===== config.mk =====
export PLATFORM = sky130hd
export DESIGN_NAME = base64_stream_decoder
export DESIGN_NICKNAME = d
export VERILOG_FILES = /design/src/hdl/b64sd_pkg.sv /design/src/hdl/b64sd_queue.sv /design/src/hdl/b64sd_front.sv /design/src/hdl/b64sd_back.sv /design/src/hdl/base64_stream_decoder.sv
export VERILOG_INCLUDE_DIRS = /design/src /design/src/hdl
export SDC_FILE = /design/constraint.sdc
export NUM_CORES = 1
export LEC_CHECK = 0
export BUFFER_PORTS_ARGS = -buffer_cell sky130_fd_sc_hd__buf_2
export CORE_ASPECT_RATIO = 0.6
export CORE_MARGIN = 1.5
export CORE_UTILIZATION = 40
export DETAILED_ROUTE_END_ITERATION = 16
export PLACE_DENSITY = 0.55
export SLEW_MARGIN = 0
export SYNTH_ARGS = -nofsm -noshare
export SYNTH_HDL_FRONTEND = slang
export SYNTH_SLANG_ARGS = --single-unit

===== constraint.sdc =====
create_clock -name i_clk -period 2.4 [get_ports i_clk]
set_input_delay 0.48 -clock i_clk [delete_from_list [all_inputs] [get_ports i_clk]]
set_output_delay 0.48 -clock i_clk [all_outputs]
set_load 0.02 [all_outputs]

===== src/hdl/base64_stream_decoder_macros.svh =====
// Assertion macros for the base64 stream decoder, used by the decode engine.
`ifndef BASE64_STREAM_DECODER_MACROS_SVH
`define BASE64_STREAM_DECODER_MACROS_SVH

// Checked only while out of reset.
`define B64SD_ASSERT(lbl, clk, rst_n, prop, msg) \
    lbl: assert property (@(posedge clk) disable iff (!rst_n) prop) else $error(msg);

// Checked on every edge, reset included.
`define B64SD_ASSERT_ALWAYS(lbl, clk, prop, msg) \
    lbl: assert property (@(posedge clk) prop) else $error(msg);

`endif


===== src/hdl/b64sd_pkg.sv =====
// Types and constants shared by the base64 stream decoder modules.
package b64sd_pkg;

    localparam logic [1:0] KIND_BYTE  = 2'd0;
    localparam logic [1:0] KIND_END   = 2'd1;
    localparam logic [1:0] KIND_ERROR = 2'd2;

    localparam int QDEPTH = 4;
    localparam int QPTR_W = $clog2(QDEPTH);
    localparam int QCNT_W = QPTR_W + 1;

    typedef struct packed {
        logic [7:0] char_code;
        logic       end_of_input;
    } t_in;

    typedef struct packed {
        logic [7:0] data_byte;
        logic [1:0] result_kind;
    } t_out;

    // One classified character as the back end sees it.
    typedef struct packed {
        logic [5:0] sextet;
        logic       is_stop;
        logic       is_pad;
        logic       is_eoi;
    } t_token;

    typedef struct packed {
        logic   push;
        t_token token;
    } t_q_wr;

    typedef struct packed {
        logic   valid;
        t_token token;
    } t_q_rd;

endpackage


===== src/hdl/b64sd_queue.sv =====
// Short token queue between the classifier and the decode engine.
module b64sd_queue
    import b64sd_pkg::*;
(
    input  logic  i_clk,
    input  logic  i_rst_n,
    input  t_q_wr i_wr,
    output logic  o_full,
    output t_q_rd o_rd,
    input  logic  i_pop
);

    t_token              r_mem [QDEPTH];
    logic [QPTR_W-1:0]   r_wr_ptr;
    logic [QPTR_W-1:0]   r_rd_ptr;
    logic [QCNT_W-1:0]   r_count;
    logic [QCNT_W-1:0]   n_count;
    logic                push_en;
    logic                pop_en;

    assign o_full   = (r_count == QCNT_W'(QDEPTH));
    assign push_en  = i_wr.push && !o_full;
    assign pop_en   = i_pop && (r_count != '0);

    assign o_rd.valid = (r_count != '0);
    assign o_rd.token = r_mem[r_rd_ptr];

    always_comb begin
        n_count = r_count;
        if (push_en && !pop_en) begin
            n_count = r_count + 1'b1;
        end else if (pop_en && !push_en) begin
            n_count = r_count - 1'b1;
        end
    end

    always_ff @(posedge i_clk) begin
        if (push_en) begin
            r_mem[r_wr_ptr] <= i_wr.token;
        end
    end

    always_ff @(posedge i_clk) begin
        if (!i_rst_n) begin
            r_wr_ptr <= '0;
            r_rd_ptr <= '0;
            r_count  <= '0;
        end else begin
            if (push_en) begin
                r_wr_ptr <= r_wr_ptr + 1'b1;
            end
            if (pop_en) begin
                r_rd_ptr <= r_rd_ptr + 1'b1;
            end
            r_count <= n_count;
        end
    end

endmodule


===== src/hdl/b64sd_front.sv =====
// Input side: takes characters and classifies them into tokens for the queue.
module b64sd_front
    import b64sd_pkg::*;
(
    input  logic  i_in_valid,
    input  t_in   i_in_data,
    output logic  o_in_stall,
    input  logic  i_q_full,
    output t_q_wr o_q_wr
);

    localparam logic [7:0] CHAR_PAD   = 8'h3D;
    localparam logic [7:0] CHAR_SPACE = 8'h20;
    localparam logic [7:0] CHAR_PLUS  = 8'h2B;
    localparam logic [7:0] CHAR_SLASH = 8'h2F;

    function automatic logic [5:0] sextet_of(input logic [7:0] c);
        logic [5:0] s;
        s = 6'd0;
        case (c) inside
            [8'h41:8'h5A]: s = 6'(c - 8'h41);
            [8'h61:8'h7A]: s = 6'(c - 8'h61 + 8'd26);
            [8'h30:8'h39]: s = 6'(c - 8'h30 + 8'd52);
            CHAR_PLUS:     s = 6'd62;
            CHAR_SLASH:    s = 6'd63;
            default:       s = 6'd0;
        endcase
        return s;
    endfunction

    logic blank;

    // Tab through carriage return, plus space
    assign blank = (i_in_data.char_code == CHAR_SPACE) ||
                   ((i_in_data.char_code >= 8'd9) && (i_in_data.char_code <= 8'd13));

    assign o_in_stall = i_q_full;

    assign o_q_wr.push         = i_in_valid && !i_q_full;
    assign o_q_wr.token.sextet = sextet_of(i_in_data.char_code);
    assign o_q_wr.token.is_eoi = i_in_data.end_of_input;
    assign o_q_wr.token.is_stop = i_in_data.end_of_input || blank;
    assign o_q_wr.token.is_pad = !i_in_data.end_of_input && (i_in_data.char_code == CHAR_PAD);

endmodule


===== src/hdl/b64sd_back.sv =====
// Decode engine: quad state machine, bit accumulator and output register.
`include "base64_stream_decoder_macros.svh"

module b64sd_back
    import b64sd_pkg::*;
(
    input  logic  i_clk,
    input  logic  i_rst_n,
    input  t_q_rd i_q_rd,
    output logic  o_pop,
    output logic  o_out_valid,
    input  logic  i_out_stall,
    output t_out  o_out_data
);

    typedef enum logic [5:0] {
        PH_Q0   = 6'b000001,
        PH_Q1   = 6'b000010,
        PH_Q2   = 6'b000100,
        PH_Q3   = 6'b001000,
        PH_PAD2 = 6'b010000,
        PH_TAIL = 6'b100000
    } t_phase;

    t_phase      r_phase, n_phase;
    logic [23:0] r_acc, n_acc;
    logic        r_open, n_open;
    logic        r_err, n_err;
    logic        r_out_valid;
    t_out        r_out;
    logic        has_res;
    t_out        res;
    t_token      tok;

    assign tok         = i_q_rd.token;
    assign o_pop       = i_q_rd.valid && (!r_out_valid || !i_out_stall);
    assign o_out_valid = r_out_valid;
    assign o_out_data  = r_out;

    always_comb begin
        n_phase         = r_phase;
        n_acc           = r_acc;
        n_open          = r_open;
        n_err           = r_err;
        has_res         = 1'b0;
        res.data_byte   = '0;
        res.result_kind = KIND_BYTE;
        if (o_pop) begin
            if (r_err) begin
                has_res         = 1'b1;
                res.result_kind = KIND_ERROR;
            end else begin
                unique case (r_phase)
                    PH_Q0: begin
                        if (tok.is_stop) begin
                            if (r_open || tok.is_eoi) begin
                                has_res         = 1'b1;
                                res.result_kind = KIND_END;
                                n_open          = 1'b0;
                                n_acc           = '0;
                            end
                        end else begin
                            n_open  = 1'b1;
                            n_acc   = {tok.sextet, 18'd0};
                            n_phase = PH_Q1;
                        end
                    end
                    PH_Q1: begin
                        if (tok.is_stop) begin
                            n_err           = 1'b1;
                            has_res         = 1'b1;
                            res.result_kind = KIND_ERROR;
                        end else begin
                            n_acc[17:12]  = tok.sextet;
                            n_phase       = PH_Q2;
                            has_res       = 1'b1;
                            res.data_byte = {r_acc[23:18], tok.sextet[5:4]};
                        end
                    end
                    PH_Q2: begin
                        if (tok.is_stop) begin
                            n_err           = 1'b1;
                            has_res         = 1'b1;
                            res.result_kind = KIND_ERROR;
                        end else if (tok.is_pad) begin
                            n_phase = PH_PAD2;
                        end else begin
                            n_acc[11:6]   = tok.sextet;
                            n_phase       = PH_Q3;
                            has_res       = 1'b1;
                            res.data_byte = {r_acc[15:12], tok.sextet[5:2]};
                        end
                    end
                    PH_Q3: begin
                        if (tok.is_stop) begin
                            n_err           = 1'b1;
                            has_res         = 1'b1;
                            res.result_kind = KIND_ERROR;
                        end else if (tok.is_pad) begin
                            n_phase = PH_TAIL;
                        end else begin
                            n_acc[5:0]    = tok.sextet;
                            n_phase       = PH_Q0;
                            has_res       = 1'b1;
                            res.data_byte = {r_acc[7:6], tok.sextet};
                        end
                    end
                    PH_PAD2: begin
                        if (tok.is_stop || !tok.is_pad) begin
                            n_err           = 1'b1;
                            has_res         = 1'b1;
                            res.result_kind = KIND_ERROR;
                        end else begin
                            n_phase = PH_TAIL;
                        end
                    end
                    PH_TAIL: begin
                        has_res = 1'b1;
                        if (tok.is_stop) begin
                            res.result_kind = KIND_END;
                            n_phase         = PH_Q0;
                            n_open          = 1'b0;
                            n_acc           = '0;
                        end else begin
                            n_err           = 1'b1;
                            res.result_kind = KIND_ERROR;
                        end
                    end
                    default: begin
                        n_phase         = PH_Q0;
                        n_err           = 1'b1;
                        has_res         = 1'b1;
                        res.result_kind = KIND_ERROR;
                    end
                endcase
            end
        end
    end

    always_ff @(posedge i_clk) begin
        r_acc <= n_acc;
        if (o_pop && has_res) begin
            r_out <= res;
        end
    end

    always_ff @(posedge i_clk) begin
        if (!i_rst_n) begin
            r_phase     <= PH_Q0;
            r_open      <= 1'b0;
            r_err       <= 1'b0;
            r_out_valid <= 1'b0;
        end else begin
            r_phase <= n_phase;
            r_open  <= n_open;
            r_err   <= n_err;
            if (o_pop && has_res) begin
                r_out_valid <= 1'b1;
            end else if (!i_out_stall) begin
                r_out_valid <= 1'b0;
            end
        end
    end

    `B64SD_ASSERT(a_err_sticky, i_clk, i_rst_n, r_err |=> r_err, "error flag cleared without reset")
    `B64SD_ASSERT(a_err_result, i_clk, i_rst_n, (r_err && o_pop) |=> (r_out_valid && r_out.result_kind == KIND_ERROR), "non-error result after latched error")
    `B64SD_ASSERT(a_end_closes, i_clk, i_rst_n, (o_pop && has_res && res.result_kind == KIND_END) |=> (!r_open && r_phase == PH_Q0), "stream not closed after end result")
    `B64SD_ASSERT(a_ctrl_zero, i_clk, i_rst_n, (r_out_valid && r_out.result_kind != KIND_BYTE) |-> (r_out.data_byte == 8'd0), "end or error result carries data")
    `B64SD_ASSERT_ALWAYS(a_rst_out, i_clk, !i_rst_n |=> !r_out_valid, "output valid after reset")

endmodule


===== src/hdl/base64_stream_decoder.sv =====
// Top level of the base64 stream decoder.
// Decodes a base64 character stream, one character or end-of-input mark per
// transfer, and returns at most one result per character: a decoded byte, an
// end-of-stream mark, or a sticky format error that holds until reset. A
// character is taken every cycle unless the queue is full (the only cause of
// an input stall); it passes the classifier, a 4-entry token queue and the
// decode engine, its token registered in the queue, its result in the output
// register. While a stalled result waits in the output register the engine
// holds and the queue takes up to four more characters before input stalls.
module base64_stream_decoder
    import b64sd_pkg::*;
(
    input  logic i_clk,
    input  logic i_rst_n,
    input  logic i_in_valid,
    output logic o_in_stall,
    input  t_in  i_in_data,
    output logic o_out_valid,
    input  logic i_out_stall,
    output t_out o_out_data
);

    t_q_wr q_wr;
    t_q_rd q_rd;
    logic  q_full;
    logic  q_pop;

    b64sd_front u_front (
        .i_in_valid (i_in_valid),
        .i_in_data  (i_in_data),
        .o_in_stall (o_in_stall),
        .i_q_full   (q_full),
        .o_q_wr     (q_wr)
    );

    b64sd_queue u_queue (
        .i_clk   (i_clk),
        .i_rst_n (i_rst_n),
        .i_wr    (q_wr),
        .o_full  (q_full),
        .o_rd    (q_rd),
        .i_pop   (q_pop)
    );

    b64sd_back u_back (
        .i_clk       (i_clk),
        .i_rst_n     (i_rst_n),
        .i_q_rd      (q_rd),
        .o_pop       (q_pop),
        .o_out_valid (o_out_valid),
        .i_out_stall (i_out_stall),
        .o_out_data  (o_out_data)
    );

endmodule

==> results of run 1 <==
-- cell type report --
type / instances / area (µm²) / share of cell area (%)
sequential: 76 / 2100 / 46.4
multi-input combinational: 218 / 1690 / 37.2
timing repair buffer: 39 / 233 / 5.13
clock buffer: 10 / 229 / 5.05
tap: 130 / 163 / 3.59
clock inverter: 6 / 62.6 / 1.38
inverter: 15 / 56.3 / 1.24
-- synth_stat cells (all sizes together), types with 2 or more instances --
library cell | instances | area share (%)
nor2b | 6 | 0.96
a22oi | 4 | 0.89
xnor2 | 8 | 1.8
nand2 | 22 | 2.1
xor2 | 3 | 0.67
o21ai | 13 | 1.7
nand4 | 4 | 0.64
and3 | 10 | 1.6
a221o | 3 | 0.77
nor3b | 2 | 0.38
a21boi | 3 | 0.57
clkbuf | 11 | 1.6
nand3 | 7 | 0.89
o21a | 2 | 0.38
ha | 14 | 4.5
inv | 15 | 1.4
buf | 2 | 0.48
nor3 | 12 | 2.2
mux2i | 11 | 2.9
a21oi | 14 | 1.8
a222oi | 4 | 1.0
and2 | 14 | 2.2
edfxtp | 58 | 44
nor2 | 20 | 2.0
mux4 | 8 | 5.3
dfxtp | 18 | 9.2
nand2b | 5 | 0.80
or3 | 2 | 0.32
o211ai | 3 | 0.57
a21o | 2 | 0.38
-- routing by layer --
layer  GRT usage [%]  part of all wire [%]
met1            26.5                    53
met2            24.2                    39
met3            5.90                   7.0
met4            5.27                   1.1
met5               0                     0
-- report_power, final --
group          leakage (nW)  internal, W  switching [W]  total (W)
clock                 0.147     0.000805       0.000522    0.00133
sequential            0.694      0.00185       0.000166    0.00202
combinational         0.844     0.000691        0.00103    0.00172
total                  1.68      0.00335        0.00172    0.00506
-- sequential cells by signal, indices dropped and copies added, names as in the netlist, named ones only --
register and flops:
u_back.o_out_data 10, u_back.o_out_valid 1, u_back.r_acc 12, u_back.r_err 1, u_back.r_open 1, u_back.r_phase 6
u_queue.r_count 3, u_queue.r_mem 36, u_queue.r_rd_ptr 2, u_queue.r_wr_ptr 2
-- cell families (layout without fill, tap and decap cells) --
logic type | after synthesis | after routing
mux | 20 | 20
simple gates | 109 | 109
compound gates | 63 | 63
flops | 76 | 76
buf+inv | 28 | 70
fa+ha+maj | 15 | 15
xor+xnor | 11 | 11
-- through the flow --
| stage | instance area [µm²] | hold WS, ns |
|---|---|---|
| floorplan | 3920 | 0.473 |
| global placement | 4240 | 0.499 |
| detailed placement | 4240 | 0.516 |
| CTS | 4530 | 0.401 |
| global route | 4530 | 0.406 |
| finish | 4530 | 0.406 |
-- worst min-delay path by stage --
| stage | from | end | slack [ns] | cells past startpoint |
|---|---|---|---|---|
| 3_3_place_gp | u_queue.r_count[2]$_SDFFE_PN0P_ | u_queue.r_count[2]$_SDFFE_PN0P_ | 0.50 | 2 |
| 4_1_cts | i_in_data[0] | u_queue.r_mem[0][0]$_DFFE_PP_ | 0.40 | 1 |
| 6_report | i_in_data[0] | u_queue.r_mem[0][0]$_DFFE_PP_ | 0.41 | 1 |
| 5_1_grt | i_in_data[0] | u_queue.r_mem[3][0]$_DFFE_PP_ | 0.41 | 1 |
| 3_5_place_dp | u_queue.r_count[2]$_SDFFE_PN0P_ | u_queue.r_count[2]$_SDFFE_PN0P_ | 0.52 | 2 |
| 2_1_floorplan | u_queue.r_count[2]$_SDFFE_PN0P_ | u_queue.r_count[2]$_SDFFE_PN0P_ | 0.47 | 2 |
-- repair_timing --
item / in CTS / in global routing
endpoints found under the setup margin: 0 / 1
resized for setup: 0 / 1
endpoints found under the hold margin: 0 / 0
-- critical path: stages (launching register included) --
cell and delay, ns:
dfxtp_1 0.36, nor3_2 0.25, nor2_1 0.09, inv_1 0.11, ha_1 0.20, inv_1 0.06, fa_1 0.38, xor2_1 0.19
or3_1 0.30, a21boi_0 0.16
==> run metrics, run 1 <==
status completed; Worst setup SP type flop; r2r worst-path depth 9; commonest non-fill, non-tap cells in the layout 58 x edfxtp_1, 24 x buf_2, 22 x nand2_1; Post-Synth Simple-Gate Area 15.3%; first-pass GRT wire length 13500 µm; critical path endpoint u_queue.r_count[2]$_SDFFE_PN0P_; fin crit share 90.8%; min Tclk post-route 2.18 ns; # Post-CTS Setup Buffers 0; kind of critical path reg -> reg; grt ovf 0; TritonCTS clock tree built; final WL 8380 µm; syn nets 350; die width 131 µm; die height 79.7 µm; number of core rows 27; Clock Latency Late Sink 0.33 ns; DRC 0; Post-Synth Adder-Cell Area 4.98%; total global-route track usage 17.8%; dpl cells 478; worst path arrival time 2.44 ns; drt wl/cell 17.0 µm; antenna-violating nets left 0; post-synthesis cell area 3920 µm²; share of cell area taken by muxes after synthesis 8.46%; fill count 845; largest family of logic cells by synthesized area simple AND/OR/NAND/NOR gates; Yosys cell types 61; post-route worst setup slack 0.221 ns; Hold Vio Cnt, Final 0; setup TNS 0 ns; Synth Area in Compound Gates 11.7%; Final setup violation count 0; Max Clock Freq 0.459 GHz; antenna violations before repair 0; fin nets 387; Crit path required time 2.66 ns; commonest non-fill, non-tap cell in the layout edfxtp_1; fin. max-slew vios 0; Clock Sinks 76; Core Region 9360 µm²; drt initial violations 280; worst-margin pin slew 0.561 ns; most common flop cell mapped by yosys edfxtp_1; r2r startpoint u_queue.r_count[0]$_SDFFE_PN0P_; Static Leak 1.68 nW; Cells after Synth 322; Max-Cap Viols 0; Pwr Density 1120 nW/µm²; CTS Buf Count 9; Design Power 0.00506 W; die area 10400 µm²; RSZ-0062 raised after global routing false; XOR/XNOR Fraction of Synth Area 2.46%; deepest clock path buffer count 2; via count 2658; DP Wirelength 6210 µm; syn_area_per_cell 12.2 µm²; largest net degree at the start of global routing 21; Worst Hold Class in -> reg; n_diodes 0; endpoint class of the critical path flop; reg2reg setup slack 0.22 ns; critical path launch point u_queue.r_count[0]$_SDFFE_PN0P_; vias in the first global route 2563; post-synthesis sequential area ratio 53.6%; port bufs 24; # IOs 25; area delta synth->final 15.6%; Post-synth EDFFs 58; skew final 0.00530 ns; maximum vdd drop 0.000497 V; Synth Register Bits 76; Syn. warnings 0; Reg-to-Reg End u_queue.r_count[2]$_SDFFE_PN0P_; Reg clk slew, reported paths 0.06 ns; Max-slew headroom 62.6%; Util after Layout 48.4%; Final Non-Filler Cells 494; detailed-route vias per instance 5.38; pre-CTS setup slack 0.0373 ns; # H-tree levels 3; GP Congestion 0.987; CP max FO 4; Post-synth ARST share 0%; ratio of cells with drive above 1 in the final layout 19.2%; Post-CTS Hold Buffers 0; Initial Utilization 41.9%; first drt pass iteration count 5; CTS Root Cell clkbuf_16
Note: power is estimated with default switching activity, not from simulation.
==> run 2, diff against run 1 <==
Settings changed: ABC_AREA set to 1.
==> run 2 against run 1 <==
Compared with the run above:
- final area increased by 6.8%
- clock skew increased by 0.0020 ns
- global-route usage increased by 0.85 points
- setup slack improved by 0.10 ns
- synthesized area increased by 6.8%
- critical path depth decreased by 1
- hold slack got worse by 0.019 ns
- sequential cell count unchanged
==> run metrics, run 2 <==
Design Power 0.00576 W; reg2reg setup slack 0.32 ns; # Post-CTS Setup Buffers 0; Largest register FFs 36; Clock Sinks 76; Met1 Wirelength 5210 µm; Post-synth ARST share 0%; Max-slew headroom 44.1%; fin crit share 86.6%; commonest non-fill, non-tap cells in the layout 101 x nand2_1, 69 x nor2_1, 60 x inv_1; # H-tree levels 3; Yosys cell types 40; Worst Hold Class in -> reg; cts repair resizes 0; syn_area_per_cell 8.67 µm²; drt initial violations 238; antenna-violating nets left 0; pre-CTS setup slack 0.108 ns; maximum vdd drop 0.000537 V; register share of total power 35.5%; Max-Cap Viols 0; DP Wirelength 7290 µm; Post-synth EDFFs 58; worst-margin pin slew 0.831 ns; TritonCTS clock tree built; highest metal used met4; Clock Latency Late Sink 0.33 ns; fin. max-slew vios 0; fill count 971; Worst setup SP type flop; ratio of cells with drive above 1 in the final layout 15.8%; first-pass GRT wire length 15400 µm; hold path endpoint u_queue.r_mem[0][0]$_DFFE_PP_; die height 82.3 µm; deepest clock path buffer count 2; CTS Buf Count 9; area leader, netlist edfxtp_1; Post-CTS Hold Buffers 0; CP max FO 10; Core Region 10000 µm²; fin nets 548; Pwr Density 1190 nW/µm²; post-synthesis cell area 4190 µm²; final WL 9340 µm; hold depth 1; met2 WL post-DR 3440 µm; sw frac 38.5%; Reg-to-Reg End u_back.o_out_data[6]$_SDFFCE_PP0P_; Clk pwr share 26.9%; register bank with the most flops u_queue.r_mem; Static Leak 2.11 nW; synth top area cells edfxtp_1 42%, nand2_1 9.1%, dfxtp_1 8.6%; vias in the first global route 2931; antenna violations before repair 0; drt wl/cell 14.2 µm; list of most frequent post-synthesis cells 101 x nand2_1, 69 x nor2_1, 60 x inv_1; Syn. warnings 0; Cells after Synth 483; Reg clk slew, reported paths 0.06 ns; Synth Register Bits 76; Area after DPL 4490 µm²; CTS Root Cell clkbuf_16; r2r worst-path depth 8; die width 135 µm; Initial Utilization 41.8%; total global-route track usage 18.6%; commonest non-fill, non-tap cell in the layout nand2_1; GP Congestion 1.01; first drt pass iteration count 4; post-route worst setup slack 0.321 ns; skew final 0.00728 ns; largest net degree at the start of global routing 17; min Tclk post-route 2.08 ns; n_diodes 0; grt ovf 0; NetSw 0.00222 W; Worst Hold Launch i_in_data[0]; Hold Vio Cnt, Final 0; multi-input logic area 1750 µm²; setup TNS 0 ns; via count 3294; area delta synth->final 15.5%; kind of critical path reg -> reg; met3 WL post-DR 585 µm; Max Clock Freq 0.481 GHz; syn nets 511; fin area 4840 µm²; worst path arrival time 2.07 ns; post-synthesis sequential area ratio 50.2%; DRC 0; detailed-route vias per instance 4.99; top-area cell type share of the netlist area 41.6%; Crit path required time 2.39 ns; endpoint class of the critical path flop; top-count cell post-synth nand2_1; combinational share of power 37.7%; Int Power 0.00354 W; die area 11100 µm²; number of core rows 28; total area of sequential cells 2100 µm²; Final setup violation count 0; status completed; port bufs 24; RSZ-0062 raised after global routing false; most common flop cell mapped by yosys edfxtp_1; # IOs 25
## run 2: changes by cell type in the layout (fill, tap and decap cells not counted), sizes merged, moves of 6 or more
cell / change
nand2: +88
mux4: -8
nor2b: -6
mux2i: -11
xnor2: -8
o21ai: +7
nor2: +57
inv: +49
o2111ai: +6
nor3: -6
and3: -10
and2: -14
nand3: +39
## run 2: area by class of cell
| type | count | area share, % |
|---|---|---|
| flip-flops and latches | 76 | 43.4 |
| multi-input cells | 329 | 36.1 |
| clock inverters | 7 | 2.53 |
| well taps | 135 | 3.49 |
| repair buffers | 36 | 4.34 |
| inverters | 68 | 5.46 |
| clock buffers | 9 | 4.65 |
## run 2: cell families after synthesis
family / synth area share (%)
compound gates: 7.68
xor+xnor: 1.67
fa+ha+maj: 4.66
buf+inv: 8.12
flops: 50.2
simple gates: 27.7
## run 2: per-stage QoR
| stage | util [%] | instances | hold slack (ns) |
|---|---|---|---|
| 2_1_floorplan | - | 483 | 0.436 |
| 3_3_place_gp | 44.8 | 644 | 0.451 |
| 3_5_place_dp | 44.8 | 644 | 0.461 |
| 4_1_cts | 48.3 | 660 | 0.375 |
| 5_1_grt | 48.3 | 660 | 0.375 |
| 6_report | 48.3 | 660 | 0.388 |
## run 2: power by group through the flow
stage	sequential [W]	combinational (W)	clock, W
finish	0.00204	0.00217	0.00155
CTS	0.00205	0.00218	0.00158
detailed placement	0.00207	0.00217	0
floorplan	0.00214	0.00151	0
global route	0.00209	0.00245	0.00164
global placement	0.00206	0.00215	0
## run 2: routing by layer
layer  GRT usage [%]  vias to the layer above
met4            5.81                        0
met2            24.0                       91
met5               0                        -
li1                -                     1679
met1            29.3                     1515
met3            5.01                        9
## run 2: worst max path at each step
stage | depth (start not counted) | from | endpoint
floorplan | 7 | u_queue.r_count[0]$_SDFFE_PN0P_ | u_queue.r_count[1]$_SDFFE_PN0P_
global placement | 10 | i_in_data[1] | u_queue.r_mem[2][6]$_DFFE_PP_
detailed placement | 10 | i_in_data[1] | u_queue.r_mem[1][3]$_DFFE_PP_
CTS | 9 | flop | u_back.r_acc[7]$_SDFFCE_PN0P_
global route | 8 | flop | u_back.o_out_data[3]$_SDFFCE_PP0P_
finish | 8 | flop | u_back.o_out_data[6]$_SDFFCE_PP0P_
## run 2: worst max-delay path: stages (launching register included)
cell and delay, ns:
dfxtp_1 0.59, clkinv_4 0.15, nand3_2 0.12, nand2_4 0.09, nor2_1 0.14, nand2_1 0.10
nand2_1 0.08, o21ai_1 0.11, inv_1 0.34
